--- src/rtl/core/secant_root_finder_macros.svh ---
// Assertion macros used by the secant root finder controller
`ifndef SECANT_ROOT_FINDER_MACROS_SVH
`define SECANT_ROOT_FINDER_MACROS_SVH

// Antecedent implies consequent in the same cycle
`define SRF_ASSERT_IMP(lbl, ante, cons, msg) \
  lbl: assert property (@(posedge clk_i) disable iff (!rst_ni) (ante) |-> (cons)) \
    else $error(msg);

// Antecedent implies consequent in the next cycle
`define SRF_ASSERT_NXT(lbl, ante, cons, msg) \
  lbl: assert property (@(posedge clk_i) disable iff (!rst_ni) (ante) |=> (cons)) \
    else $error(msg);

`endif

--- src/rtl/core/srf_pkg.sv ---
// Shared types and constants of the secant root finder
package srf_pkg;

  localparam int FRAC_BITS = 16;
  localparam int DATA_W    = 32;
  localparam int TOL_W     = 31;
  localparam int LIMIT_W   = 16;
  localparam int STATUS_W  = 2;
  localparam int REG_IDX_W = 3;

  // Register reset values
  localparam logic [TOL_W-1:0]          TOL_RESET   = TOL_W'(((1 << FRAC_BITS) + 500) / 1000);
  localparam logic [LIMIT_W-1:0]        LIMIT_RESET = LIMIT_W'(1000);
  localparam logic signed [DATA_W-1:0]  ONE_FIX     = DATA_W'(1 << FRAC_BITS);
  localparam logic signed [DATA_W-1:0]  NEG_ONE_FIX = -ONE_FIX;

  // Register indexes
  localparam logic [REG_IDX_W-1:0] REG_TOLERANCE   = 3'd0;
  localparam logic [REG_IDX_W-1:0] REG_ITER_LIMIT  = 3'd1;
  localparam logic [REG_IDX_W-1:0] REG_COEFF_SQ    = 3'd2;
  localparam logic [REG_IDX_W-1:0] REG_COEFF_LIN   = 3'd3;
  localparam logic [REG_IDX_W-1:0] REG_COEFF_CONST = 3'd4;

  typedef enum logic [STATUS_W-1:0] {
    ST_FOUND    = 2'd0,
    ST_LIMIT    = 2'd1,
    ST_ZERO_DEN = 2'd2
  } status_e;

  typedef enum logic [3:0] {
    OP_IDLE,
    OP_LOAD,
    OP_SQ_MUL,
    OP_LIN_MUL,
    OP_QUAD_MUL,
    OP_POLY_SUM,
    OP_P_MUL,
    OP_Q_MUL,
    OP_DIV_INIT,
    OP_DIV_STEP,
    OP_UPDATE,
    OP_EMIT
  } dp_op_e;

  typedef struct packed {
    dp_op_e  op;
    logic    sel_x1;
    status_e status;
  } dp_cmd_t;

  typedef struct packed {
    logic f_equal;
    logic below_tol;
    logic limit_hit;
    logic div_last;
    logic out_busy;
  } dp_stat_t;

endpackage

--- src/rtl/core/srf_if.sv ---
// Handshake channel interfaces: guesses in, results out, register writes
interface srf_in_if;
  logic                              valid;
  logic                              ready;
  logic signed [srf_pkg::DATA_W-1:0] guess_first;
  logic signed [srf_pkg::DATA_W-1:0] guess_second;
  modport source (output valid, output guess_first, output guess_second, input ready);
  modport sink (input valid, input guess_first, input guess_second, output ready);
endinterface

interface srf_out_if;
  logic                               valid;
  logic                               ready;
  logic signed [srf_pkg::DATA_W-1:0]  root;
  logic [srf_pkg::STATUS_W-1:0]       status;
  logic [srf_pkg::LIMIT_W-1:0]        steps_taken;
  modport source (output valid, output root, output status, output steps_taken, input ready);
  modport sink (input valid, input root, input status, input steps_taken, output ready);
endinterface

interface srf_cfg_if;
  logic                               valid;
  logic                               ready;
  logic [srf_pkg::REG_IDX_W-1:0]      index;
  logic [srf_pkg::DATA_W-1:0]         data;
  modport source (output valid, output index, output data, input ready);
  modport sink (input valid, input index, input data, output ready);
endinterface

--- src/rtl/core/srf_dp.sv ---
// Datapath: registers, shared multiplier, restoring divider, result register
module srf_dp (
  input  logic                              clk_i,
  input  logic                              rst_ni,
  input  srf_pkg::dp_cmd_t                  cmd_i,
  output srf_pkg::dp_stat_t                 stat_o,
  input  logic signed [srf_pkg::DATA_W-1:0] guess_first_i,
  input  logic signed [srf_pkg::DATA_W-1:0] guess_second_i,
  input  logic                              cfg_valid_i,
  output logic                              cfg_ready_o,
  input  logic [srf_pkg::REG_IDX_W-1:0]     cfg_index_i,
  input  logic [srf_pkg::DATA_W-1:0]        cfg_data_i,
  output logic                              out_valid_o,
  input  logic                              out_ready_i,
  output logic signed [srf_pkg::DATA_W-1:0] out_root_o,
  output logic [srf_pkg::STATUS_W-1:0]      out_status_o,
  output logic [srf_pkg::LIMIT_W-1:0]       out_steps_o
);
  localparam int DW  = srf_pkg::DATA_W;
  localparam int PW  = 2 * DW;                 // product width
  localparam int TW  = PW - srf_pkg::FRAC_BITS; // shifted product width
  localparam int SW  = TW + 2;                 // poly sum width
  localparam int NW  = PW + 1;                 // signed numerator width
  localparam int DDW = DW + 1;                 // signed denominator width
  localparam int RW  = DDW + 1;                // shifted remainder width
  localparam int CW  = $clog2(PW);
  localparam logic signed [DW-1:0] S_MAX = {1'b0, {(DW-1){1'b1}}};
  localparam logic signed [DW-1:0] S_MIN = {1'b1, {(DW-1){1'b0}}};

  // Configuration registers
  logic [srf_pkg::TOL_W-1:0]   tol_q;
  logic [srf_pkg::LIMIT_W-1:0] limit_q;
  logic signed [DW-1:0]        c2_q, c1_q, c0_q;

  // Working registers
  logic signed [DW-1:0] x0_q, x1_q, f0_q, f1_q, sq_q;
  logic signed [PW-1:0] prod_q, prod_d, pp_q;
  logic signed [TW-1:0] acc_q;
  logic [srf_pkg::LIMIT_W-1:0] steps_q;

  // Divider registers
  logic [PW-1:0]  dvd_q;
  logic [RW-2:0]  rem_q;
  logic [DDW-1:0] dmag_q;
  logic [CW-1:0]  cnt_q;
  logic           qneg_q;

  // Result register
  logic                        out_valid_q;
  logic signed [DW-1:0]        out_root_q;
  logic [srf_pkg::STATUS_W-1:0] out_status_q;
  logic [srf_pkg::LIMIT_W-1:0] out_steps_q;

  logic signed [DW-1:0] px, mul_a, mul_b;
  logic signed [TW-1:0] prod_sh;
  logic signed [DW-1:0] sq_sat, sum_sat;
  logic signed [SW-1:0] sum;
  logic signed [NW-1:0] num;
  logic signed [DDW-1:0] den;
  logic [PW-1:0]  nmag;
  logic [DDW-1:0] dmag;
  logic [RW-1:0]  rem_sh, rem_sub;
  logic           rem_ge;
  logic signed [DW-1:0] x_next;
  logic [DW-1:0]  f1_abs;

  // Multiplier operand select
  assign px = cmd_i.sel_x1 ? x1_q : x0_q;
  always_comb begin
    mul_a = px;
    mul_b = px;
    unique case (cmd_i.op)
      srf_pkg::OP_LIN_MUL: begin
        mul_a = c1_q;
      end
      srf_pkg::OP_QUAD_MUL: begin
        mul_a = c2_q;
        mul_b = sq_q;
      end
      srf_pkg::OP_P_MUL: begin
        mul_a = x0_q;
        mul_b = f1_q;
      end
      srf_pkg::OP_Q_MUL: begin
        mul_a = x1_q;
        mul_b = f0_q;
      end
      default: begin
      end
    endcase
  end
  assign prod_d = PW'(mul_a) * PW'(mul_b);

  // Floor shift of the product, square saturation and polynomial sum
  assign prod_sh = TW'(prod_q >>> srf_pkg::FRAC_BITS);
  always_comb begin
    if (prod_sh > TW'(S_MAX)) sq_sat = S_MAX;
    else if (prod_sh < TW'(S_MIN)) sq_sat = S_MIN;
    else sq_sat = prod_sh[DW-1:0];
  end
  assign sum = SW'(acc_q) + SW'(prod_sh) + SW'(c0_q);
  always_comb begin
    if (sum > SW'(S_MAX)) sum_sat = S_MAX;
    else if (sum < SW'(S_MIN)) sum_sat = S_MIN;
    else sum_sat = sum[DW-1:0];
  end

  // Secant numerator and denominator magnitudes
  assign num  = NW'(pp_q) - NW'(prod_q);
  assign nmag = num[NW-1] ? PW'(-num) : PW'(num);
  assign den  = DDW'(f1_q) - DDW'(f0_q);
  assign dmag = den[DDW-1] ? DDW'(-den) : DDW'(den);

  // One restoring division step
  assign rem_sh  = {rem_q, dvd_q[PW-1]};
  assign rem_ge  = rem_sh >= RW'(dmag_q);
  assign rem_sub = rem_sh - RW'(dmag_q);

  // Quotient sign and saturation
  always_comb begin
    if (qneg_q) begin
      if (dvd_q >= PW'(64'h8000_0000)) x_next = S_MIN;
      else x_next = -$signed(dvd_q[DW-1:0]);
    end else begin
      if (dvd_q > PW'(S_MAX)) x_next = S_MAX;
      else x_next = $signed(dvd_q[DW-1:0]);
    end
  end

  assign f1_abs = f1_q[DW-1] ? DW'(-f1_q) : DW'(f1_q);

  // Status to the controller
  assign stat_o.f_equal   = f0_q == f1_q;
  assign stat_o.below_tol = f1_abs < DW'(tol_q);
  assign stat_o.limit_hit = steps_q >= limit_q;
  assign stat_o.div_last  = cnt_q == CW'(PW - 1);
  assign stat_o.out_busy  = out_valid_q && !out_ready_i;

  // Configuration registers
  assign cfg_ready_o = 1'b1;
  always_ff @(posedge clk_i or negedge rst_ni) begin
    if (!rst_ni) begin
      tol_q   <= srf_pkg::TOL_RESET;
      limit_q <= srf_pkg::LIMIT_RESET;
      c2_q    <= srf_pkg::ONE_FIX;
      c1_q    <= srf_pkg::NEG_ONE_FIX;
      c0_q    <= srf_pkg::NEG_ONE_FIX;
    end else if (cfg_valid_i) begin
      unique case (cfg_index_i)
        srf_pkg::REG_TOLERANCE:   tol_q   <= cfg_data_i[srf_pkg::TOL_W-1:0];
        srf_pkg::REG_ITER_LIMIT:  limit_q <= cfg_data_i[srf_pkg::LIMIT_W-1:0];
        srf_pkg::REG_COEFF_SQ:    c2_q    <= $signed(cfg_data_i);
        srf_pkg::REG_COEFF_LIN:   c1_q    <= $signed(cfg_data_i);
        srf_pkg::REG_COEFF_CONST: c0_q    <= $signed(cfg_data_i);
        default: begin
        end
      endcase
    end
  end

  // Working registers, executed one command per cycle
  always_ff @(posedge clk_i) begin
    unique case (cmd_i.op)
      srf_pkg::OP_LOAD: begin
        x0_q <= guess_first_i;
        x1_q <= guess_second_i;
      end
      srf_pkg::OP_SQ_MUL: prod_q <= prod_d;
      srf_pkg::OP_LIN_MUL: begin
        sq_q   <= sq_sat;
        prod_q <= prod_d;
      end
      srf_pkg::OP_QUAD_MUL: begin
        acc_q  <= prod_sh;
        prod_q <= prod_d;
      end
      srf_pkg::OP_POLY_SUM: begin
        if (cmd_i.sel_x1) f1_q <= sum_sat;
        else f0_q <= sum_sat;
      end
      srf_pkg::OP_P_MUL: prod_q <= prod_d;
      srf_pkg::OP_Q_MUL: begin
        pp_q   <= prod_q;
        prod_q <= prod_d;
      end
      srf_pkg::OP_DIV_INIT: begin
        dvd_q  <= nmag;
        dmag_q <= dmag;
        rem_q  <= '0;
        qneg_q <= num[NW-1] ^ den[DDW-1];
      end
      srf_pkg::OP_DIV_STEP: begin
        dvd_q <= {dvd_q[PW-2:0], rem_ge};
        rem_q <= rem_ge ? rem_sub[RW-2:0] : rem_sh[RW-2:0];
      end
      srf_pkg::OP_UPDATE: begin
        x0_q <= x1_q;
        f0_q <= f1_q;
        x1_q <= x_next;
      end
      default: begin
      end
    endcase
  end

  // Step and divider counters
  always_ff @(posedge clk_i or negedge rst_ni) begin
    if (!rst_ni) begin
      steps_q <= '0;
      cnt_q   <= '0;
    end else begin
      if (cmd_i.op == srf_pkg::OP_LOAD) steps_q <= '0;
      else if (cmd_i.op == srf_pkg::OP_UPDATE) steps_q <= steps_q + 1'b1;
      if (cmd_i.op == srf_pkg::OP_DIV_INIT) cnt_q <= '0;
      else if (cmd_i.op == srf_pkg::OP_DIV_STEP) cnt_q <= cnt_q + 1'b1;
    end
  end

  // Result register
  always_ff @(posedge clk_i or negedge rst_ni) begin
    if (!rst_ni) begin
      out_valid_q <= 1'b0;
    end else if (cmd_i.op == srf_pkg::OP_EMIT) begin
      out_valid_q <= 1'b1;
    end else if (out_ready_i) begin
      out_valid_q <= 1'b0;
    end
  end
  always_ff @(posedge clk_i) begin
    if (cmd_i.op == srf_pkg::OP_EMIT) begin
      out_root_q   <= x1_q;
      out_status_q <= cmd_i.status;
      out_steps_q  <= steps_q;
    end
  end

  assign out_valid_o  = out_valid_q;
  assign out_root_o   = out_root_q;
  assign out_status_o = out_status_q;
  assign out_steps_o  = out_steps_q;
endmodule

--- src/rtl/core/srf_ctrl.sv ---
// Controller: sequences polynomial evaluation, checks, secant division and result
`include "secant_root_finder_macros.svh"
module srf_ctrl (
  input  logic              clk_i,
  input  logic              rst_ni,
  input  logic              in_valid_i,
  output logic              in_ready_o,
  output srf_pkg::dp_cmd_t  cmd_o,
  input  srf_pkg::dp_stat_t stat_i
);
  localparam logic [3:0] S_IDLE     = 4'd0;
  localparam logic [3:0] S_SQ       = 4'd1;
  localparam logic [3:0] S_LIN      = 4'd2;
  localparam logic [3:0] S_QUAD     = 4'd3;
  localparam logic [3:0] S_SUM      = 4'd4;
  localparam logic [3:0] S_INIT_CHK = 4'd5;
  localparam logic [3:0] S_CHECK    = 4'd6;
  localparam logic [3:0] S_PMUL     = 4'd7;
  localparam logic [3:0] S_QMUL     = 4'd8;
  localparam logic [3:0] S_DINIT    = 4'd9;
  localparam logic [3:0] S_DSTEP    = 4'd10;
  localparam logic [3:0] S_UPD      = 4'd11;
  localparam logic [3:0] S_EMIT     = 4'd12;

  logic [3:0]       state_q, state_d;
  logic             psel_q, psel_d;
  logic             init_q, init_d;
  srf_pkg::status_e status_q, status_d;

  assign in_ready_o = state_q == S_IDLE;

  // Next state and command
  always_comb begin
    state_d       = state_q;
    psel_d        = psel_q;
    init_d        = init_q;
    status_d      = status_q;
    cmd_o.op      = srf_pkg::OP_IDLE;
    cmd_o.sel_x1  = psel_q;
    cmd_o.status  = status_q;
    unique case (state_q)
      S_IDLE: begin
        if (in_valid_i) begin
          cmd_o.op = srf_pkg::OP_LOAD;
          state_d  = S_SQ;
          psel_d   = 1'b0;
          init_d   = 1'b1;
        end
      end
      S_SQ: begin
        cmd_o.op = srf_pkg::OP_SQ_MUL;
        state_d  = S_LIN;
      end
      S_LIN: begin
        cmd_o.op = srf_pkg::OP_LIN_MUL;
        state_d  = S_QUAD;
      end
      S_QUAD: begin
        cmd_o.op = srf_pkg::OP_QUAD_MUL;
        state_d  = S_SUM;
      end
      S_SUM: begin
        cmd_o.op = srf_pkg::OP_POLY_SUM;
        if (!psel_q) begin
          psel_d  = 1'b1;
          state_d = S_SQ;
        end else begin
          state_d = init_q ? S_INIT_CHK : S_CHECK;
        end
      end
      S_INIT_CHK: begin
        if (stat_i.f_equal) begin
          status_d = srf_pkg::ST_ZERO_DEN;
          state_d  = S_EMIT;
        end else begin
          state_d = S_CHECK;
        end
      end
      S_CHECK: begin
        priority if (stat_i.limit_hit) begin
          status_d = srf_pkg::ST_LIMIT;
          state_d  = S_EMIT;
        end else if (stat_i.below_tol) begin
          status_d = srf_pkg::ST_FOUND;
          state_d  = S_EMIT;
        end else if (stat_i.f_equal) begin
          status_d = srf_pkg::ST_ZERO_DEN;
          state_d  = S_EMIT;
        end else begin
          state_d = S_PMUL;
        end
      end
      S_PMUL: begin
        cmd_o.op = srf_pkg::OP_P_MUL;
        state_d  = S_QMUL;
      end
      S_QMUL: begin
        cmd_o.op = srf_pkg::OP_Q_MUL;
        state_d  = S_DINIT;
      end
      S_DINIT: begin
        cmd_o.op = srf_pkg::OP_DIV_INIT;
        state_d  = S_DSTEP;
      end
      S_DSTEP: begin
        cmd_o.op = srf_pkg::OP_DIV_STEP;
        if (stat_i.div_last) state_d = S_UPD;
      end
      S_UPD: begin
        cmd_o.op = srf_pkg::OP_UPDATE;
        psel_d   = 1'b1;
        init_d   = 1'b0;
        state_d  = S_SQ;
      end
      S_EMIT: begin
        if (!stat_i.out_busy) begin
          cmd_o.op = srf_pkg::OP_EMIT;
          state_d  = S_IDLE;
        end
      end
      default: begin
        state_d = S_IDLE;
      end
    endcase
  end

  always_ff @(posedge clk_i or negedge rst_ni) begin
    if (!rst_ni) begin
      state_q  <= S_IDLE;
      psel_q   <= 1'b0;
      init_q   <= 1'b0;
      status_q <= srf_pkg::ST_LIMIT;
    end else begin
      state_q  <= state_d;
      psel_q   <= psel_d;
      init_q   <= init_d;
      status_q <= status_d;
    end
  end

  `SRF_ASSERT_NXT(a_load_starts_x0, in_valid_i && in_ready_o, (state_q == S_SQ) && !psel_q && init_q, "request did not start evaluation of the first guess")
  `SRF_ASSERT_NXT(a_div_to_update, (state_q == S_DSTEP) && stat_i.div_last, state_q == S_UPD, "divider end did not lead to update")
  `SRF_ASSERT_IMP(a_emit_free, cmd_o.op == srf_pkg::OP_EMIT, !stat_i.out_busy, "result emitted over a pending one")
endmodule

--- src/rtl/core/secant_root_finder.sv ---
// Top level of the secant root finder: controller, datapath and channel hookup
//
//  channel | dir | payload                              | accepted when
//  in_i    | in  | guess_first, guess_second            | valid && ready
//  out_o   | out | root, status, steps_taken            | valid && ready
//  cfg_i   | in  | index, data (register write)         | valid && ready
//
// After a request is accepted, both guesses are evaluated and the first checks run;
// each secant step then forms the two products, runs the bit-serial divider, updates
// the guesses, evaluates f(x1) and checks; finally the result is loaded.
// The 64-step restoring divider sets the per-step cost.
// Reset leaves the block idle with default registers; no clearing pass.
// A result waits in the output register; a stalled sink holds the next finish.
module secant_root_finder (
  input  logic       clk_i,
  input  logic       rst_ni,
  srf_in_if.sink     in_i,
  srf_out_if.source  out_o,
  srf_cfg_if.sink    cfg_i
);
  srf_pkg::dp_cmd_t  cmd;
  srf_pkg::dp_stat_t stat;

  srf_ctrl u_ctrl (
    .clk_i      (clk_i),
    .rst_ni     (rst_ni),
    .in_valid_i (in_i.valid),
    .in_ready_o (in_i.ready),
    .cmd_o      (cmd),
    .stat_i     (stat)
  );

  srf_dp u_dp (
    .clk_i          (clk_i),
    .rst_ni         (rst_ni),
    .cmd_i          (cmd),
    .stat_o         (stat),
    .guess_first_i  (in_i.guess_first),
    .guess_second_i (in_i.guess_second),
    .cfg_valid_i    (cfg_i.valid),
    .cfg_ready_o    (cfg_i.ready),
    .cfg_index_i    (cfg_i.index),
    .cfg_data_i     (cfg_i.data),
    .out_valid_o    (out_o.valid),
    .out_ready_i    (out_o.ready),
    .out_root_o     (out_o.root),
    .out_status_o   (out_o.status),
    .out_steps_o    (out_o.steps_taken)
  );
endmodule
--- src/flat_wrapper.sv ---
// flat-port wrapper written by rule: the top's interface ports become plain ports
module secant_root_finder_flat 
  (clk_i, rst_ni, in_i_valid, in_i_guess_first, in_i_guess_second, in_i_ready, out_o_valid, out_o_root, out_o_status, out_o_steps_taken, out_o_ready, cfg_i_valid, cfg_i_index, cfg_i_data, cfg_i_ready);
  srf_in_if in_i_i ();
  srf_out_if out_o_i ();
  srf_cfg_if cfg_i_i ();
  input  logic clk_i;
  input  logic rst_ni;
  input wire logic [$bits(in_i_i.valid)-1:0] in_i_valid;
  input wire logic [$bits(in_i_i.guess_first)-1:0] in_i_guess_first;
  input wire logic [$bits(in_i_i.guess_second)-1:0] in_i_guess_second;
  output wire logic [$bits(in_i_i.ready)-1:0] in_i_ready;
  output wire logic [$bits(out_o_i.valid)-1:0] out_o_valid;
  output wire logic [$bits(out_o_i.root)-1:0] out_o_root;
  output wire logic [$bits(out_o_i.status)-1:0] out_o_status;
  output wire logic [$bits(out_o_i.steps_taken)-1:0] out_o_steps_taken;
  input wire logic [$bits(out_o_i.ready)-1:0] out_o_ready;
  input wire logic [$bits(cfg_i_i.valid)-1:0] cfg_i_valid;
  input wire logic [$bits(cfg_i_i.index)-1:0] cfg_i_index;
  input wire logic [$bits(cfg_i_i.data)-1:0] cfg_i_data;
  output wire logic [$bits(cfg_i_i.ready)-1:0] cfg_i_ready;
  assign in_i_i.valid = in_i_valid;
  assign in_i_i.guess_first = in_i_guess_first;
  assign in_i_i.guess_second = in_i_guess_second;
  assign in_i_ready = in_i_i.ready;
  assign out_o_valid = out_o_i.valid;
  assign out_o_root = out_o_i.root;
  assign out_o_status = out_o_i.status;
  assign out_o_steps_taken = out_o_i.steps_taken;
  assign out_o_i.ready = out_o_ready;
  assign cfg_i_i.valid = cfg_i_valid;
  assign cfg_i_i.index = cfg_i_index;
  assign cfg_i_i.data = cfg_i_data;
  assign cfg_i_ready = cfg_i_i.ready;
  secant_root_finder u_core (.clk_i(clk_i), .rst_ni(rst_ni), .in_i(in_i_i), .out_o(out_o_i), .cfg_i(cfg_i_i));
endmodule
--- config.mk ---
export PLATFORM = sky130hd
export DESIGN_NAME = secant_root_finder_flat
export DESIGN_NICKNAME = d
export VERILOG_FILES = /design/src/rtl/core/srf_pkg.sv /design/src/rtl/core/srf_if.sv /design/src/rtl/core/srf_dp.sv /design/src/rtl/core/srf_ctrl.sv /design/src/rtl/core/secant_root_finder.sv /design/src/flat_wrapper.sv
export VERILOG_INCLUDE_DIRS = /design/src /design/src/rtl/core
export SDC_FILE = /design/constraint.sdc
export NUM_CORES = 2
export LEC_CHECK = 0
export BUFFER_PORTS_ARGS = -buffer_cell sky130_fd_sc_hd__buf_4
export CAP_MARGIN = 20
export CORE_MARGIN = 4
export CORE_UTILIZATION = 30
export CTS_CLUSTER_SIZE = 8
export DETAILED_ROUTE_END_ITERATION = 8
export SLEW_MARGIN = 10
export SYNTH_ARGS = -nofsm -noshare
export SYNTH_HDL_FRONTEND = slang
export SYNTH_SLANG_ARGS = --single-unit
--- constraint.sdc ---
create_clock -name clk_i -period 17.15 [get_ports clk_i]
set_clock_uncertainty 0.1 [all_clocks]
set_input_delay 3.43 -clock clk_i [delete_from_list [all_inputs] [get_ports clk_i]]
set_output_delay 3.43 -clock clk_i [all_outputs]
set_load 0.005 [all_outputs]
==> summary.md <==
| Metric | Value |
|---|---|
| CTS root buf | `clkbuf_16` |
| Overall die area | `around 270000 um2` |
| Most common cell in the netlist | `inv_1` |
| Largest net degree at the start of global routing | `between 100 and 150` |
| Synth cell count leaders | `inv_1, fa_1, nand2_1` |
| Placed Cells | `about 12000` |
| CTS tree | `done` |
| Post-CTS Hold Fix Bufs | `0` |
| ANT nets after route | `0` |
| Peak Freq | `between 60 and 70 MHz` |
| FP Rows | `roughly 190` |
| RD Place Congestion | `~0.94` |
| Type of the worst setup path | `input pin to register` |
| CP max stage delay | `slightly below 900 ps` |
| Pre-CTS setup slack | `~2000 ps` |
| Worst path required time | `17490 ps` |
| Slew @ Worst Pin | `1301 ps` |
| Detailed Route WL | `roughly 280000 um` |
| Maximum buffer depth of the clock tree | `3` |
| Compound-Gate Fraction of Synth Area | `between 10% and 20%` |
| Grt ovf | `0` |
| Fin nets | `slightly above 10000` |
| DP HPWL | `approximately 220000 um` |
| First-pass GRT wire length | `about 420000 um` |
| Drt initial violations | `between 6000 and 7000` |
| TritonCTS buffer count | `98` |
| Min-Delay Endpoint | `u_core.u_dp.pp_q[4]` |
| Setup Buffers After CTS | `0` |
| Pins Over Slew Limit | `0` |
| CTS clk-pin slew, worst paths | `approximately 60 ps` |
| Util after Layout | `between 30% and 40%` |
| Synth Area in Simple Gates | `between 10% and 20%` |
| Synth async-reset ratio | `between 20 and 30%` |
| Final hold vios | `0` |
| Vias | `62773` |
| Mux cell area share after synthesis | `2.359%` |
| RSZ-0062 raised after global routing | `no` |
| Port buffer count | `155` |
| Post-synth net total | `roughly 10000` |
| Die height | `approximately 520 um` |
| YS warnings | `0` |
| Vias in the first global route | `approximately 64000` |
| Initial Util | `between 30 and 40%` |
| Vias/cell | `about 5.2` |
| CP max stage cell | `and2_1` |
| Main combinational cell family by area after synthesis | `adder cells` |
| Synth Flop Type | `edfxtp_1` |
| Clk sink count | `about 690` |
| Area delta synth->final | `11.17%` |
| # IOs | `about 160` |
| R2R Setup Slk | `between 3000 and 4000 ps` |
| CP bufs+invs | `8` |
| Largest delay contributor family on the critical path | `compound AO/OA/AOI/OAI gates` |
| Synth Area in Adders | `~35%` |
| Final setup fails | `0` |
| H-tree level count | `3` |
| Final setup margin | `2456 ps` |
| Total Neg Setup Slack | `0 ps` |
| Slew margin rel. | `13.25%` |
| Post-layout minimum cycle time | `14690 ps` |
| Data arrival, critical path | `around 15000 ps` |
| GRT Overall Usage | `between 20 and 25%` |
| Cell variety after synth | `just over 90` |
| HP Class | `register to register` |
| Clk_lat worst skew | `~730 ps` |
| Beginning of the worst hold path | `u_core.u_dp.prod_q[4]` |
| Startpoint types | `input pin` |
| Worst hold path cell count | `0` |
| Post-route clock period utilization | `about 86%` |
| Crit path top cell by count | `fa_1` |
| Ranking of synthesized cells by area | `fa_1, edfxtp_1, ha_1` |
| Max Cap Viol | `0` |
| Seq/Total Area, Yosys | `between 20% and 30%` |
| Routed len/inst | `around 23 um` |
| Reg2reg path depth | `38` |
| #FFs+latches synth | `just under 700` |
| Worst R2R End | `u_core.u_dp.prod_q[63]` |
| Syn_area_per_cell | `9.417 um2` |
| DRC viols | `0` |
| EDFF count, synth | `around 520` |
| Initial DRT Pass Iterations | `9` |
| Synth area leader | `fa_1` |
| Synthesized area | `roughly 79000 um2` |
| Final non-filler cell total | `about 12000` |
| Die width | `about 520 um` |
| Synth Instances | `roughly 8400` |
| Yosys top cell area share | `between 20 and 30%` |
| Critical R2R Launch | `u_core.u_ctrl.state_q[3]` |
| Initial antenna violation count | `13` |
| Worst-path maximum fanout | `25` |
| Xor/xnor share of the synthesized area | `just under 4%` |
| CP endpoint kind | `register` |
| Post_cts resized | `0` |
| Core area | `260600 um2` |
| Layout cells sized above 1 | `under 10%` |
| Outcome | `finished clean` |
==> per-layer routing <==
metal | track usage, % | wire, um | vias up
met2 | 32.58 | 126900 | 2889
met4 | 9.775 | 15490 | 2
li1 | - | - | 27395
met5 | 0.1053 | 43 | -
met1 | 26.89 | 114600 | 31881
met3 | 3.693 | 23520 | 606
==> logic make-up (layout without fill, tap and decap cells) <==
kind of cell,count (synthesis),in the layout
adder cells (fa/ha/maj),1547,1547
other,1,10
buffers and inverters,1690,1835
AO/OA/AOI/OAI,1297,1297
flip-flops,691,691
XOR/XNOR,347,347
AND/OR/NAND/NOR,2629,2629
multiplexers,173,173
==> registers in the layout (all words and copies together) (netlist names), 33 cells and up <==
| register | flops |
|---|---|
| u_core.u_dp.dvd_q | 64 |
| u_core.u_dp.pp_q | 64 |
| u_core.u_dp.prod_q | 64 |
| u_core.u_dp.acc_q | 48 |
| u_core.u_dp.dmag_q | 33 |
| u_core.u_dp.rem_q | 33 |
==> area by class of cell <==
class                      count  area, um2
antenna                        9      22.52
clock buffer                 168       2725
clock inverter                11      186.4
fill                       26702     173000
inverter                    1327       4984
multi-input combinational   5994      52960
sequential                   691      19930
tap                         3496       4374
timing repair buffer         329       2489
==> how the worst max path moves through the flow <==
stage,start,to,slack (ps),cells past startpoint
2_1_floorplan,out_o_ready,u_core.u_dp.prod_q[62],4040,42
3_3_place_gp,out_o_ready,u_core.u_dp.prod_q[63],1970,41
3_5_place_dp,out_o_ready,u_core.u_dp.prod_q[63],1980,36
4_1_cts,out_o_ready,u_core.u_dp.prod_q[63],2720,36
5_1_grt,out_o_ready,u_core.u_dp.prod_q[63],2170,41
6_report,out_o_ready,u_core.u_dp.prod_q[63],2460,41
==> through the flow <==
stage	hold WS, ps	area [um2]
2_1_floorplan	319.2	78870
3_3_place_gp	337.2	84730
3_5_place_dp	342.6	84740
4_1_cts	330.3	87650
5_1_grt	340.4	87660
6_report	344.0	87670
==> cell usage in the layout, fill, tap and decap left out, types with 61 or more instances in the layout <==
cell / synthesis / layout
dfrtp_1: 132 / 131
nor2_1: 921 / 910
nand3_1: 87 / 87
xor2_1: 118 / 118
edfxtp_1: 517 / 517
clkbuf_16: 0 / 98
o21ai_0: 262 / 260
clkbuf_1: 329 / 69
buf_4: 2 / 327
fa_1: 1134 / 1134
ha_1: 413 / 413
nor3_1: 76 / 74
nand2_1: 1102 / 1097
a21o_1: 137 / 136
xnor2_1: 229 / 229
inv_1: 1326 / 1323
a21oi_1: 396 / 394
nand2b_1: 61 / 61
mux2_2: 103 / 103
nor2b_1: 62 / 61
Power is not shown: default switching activity piles up to over one toggle a cycle in this logic, so the estimate is an artifact.
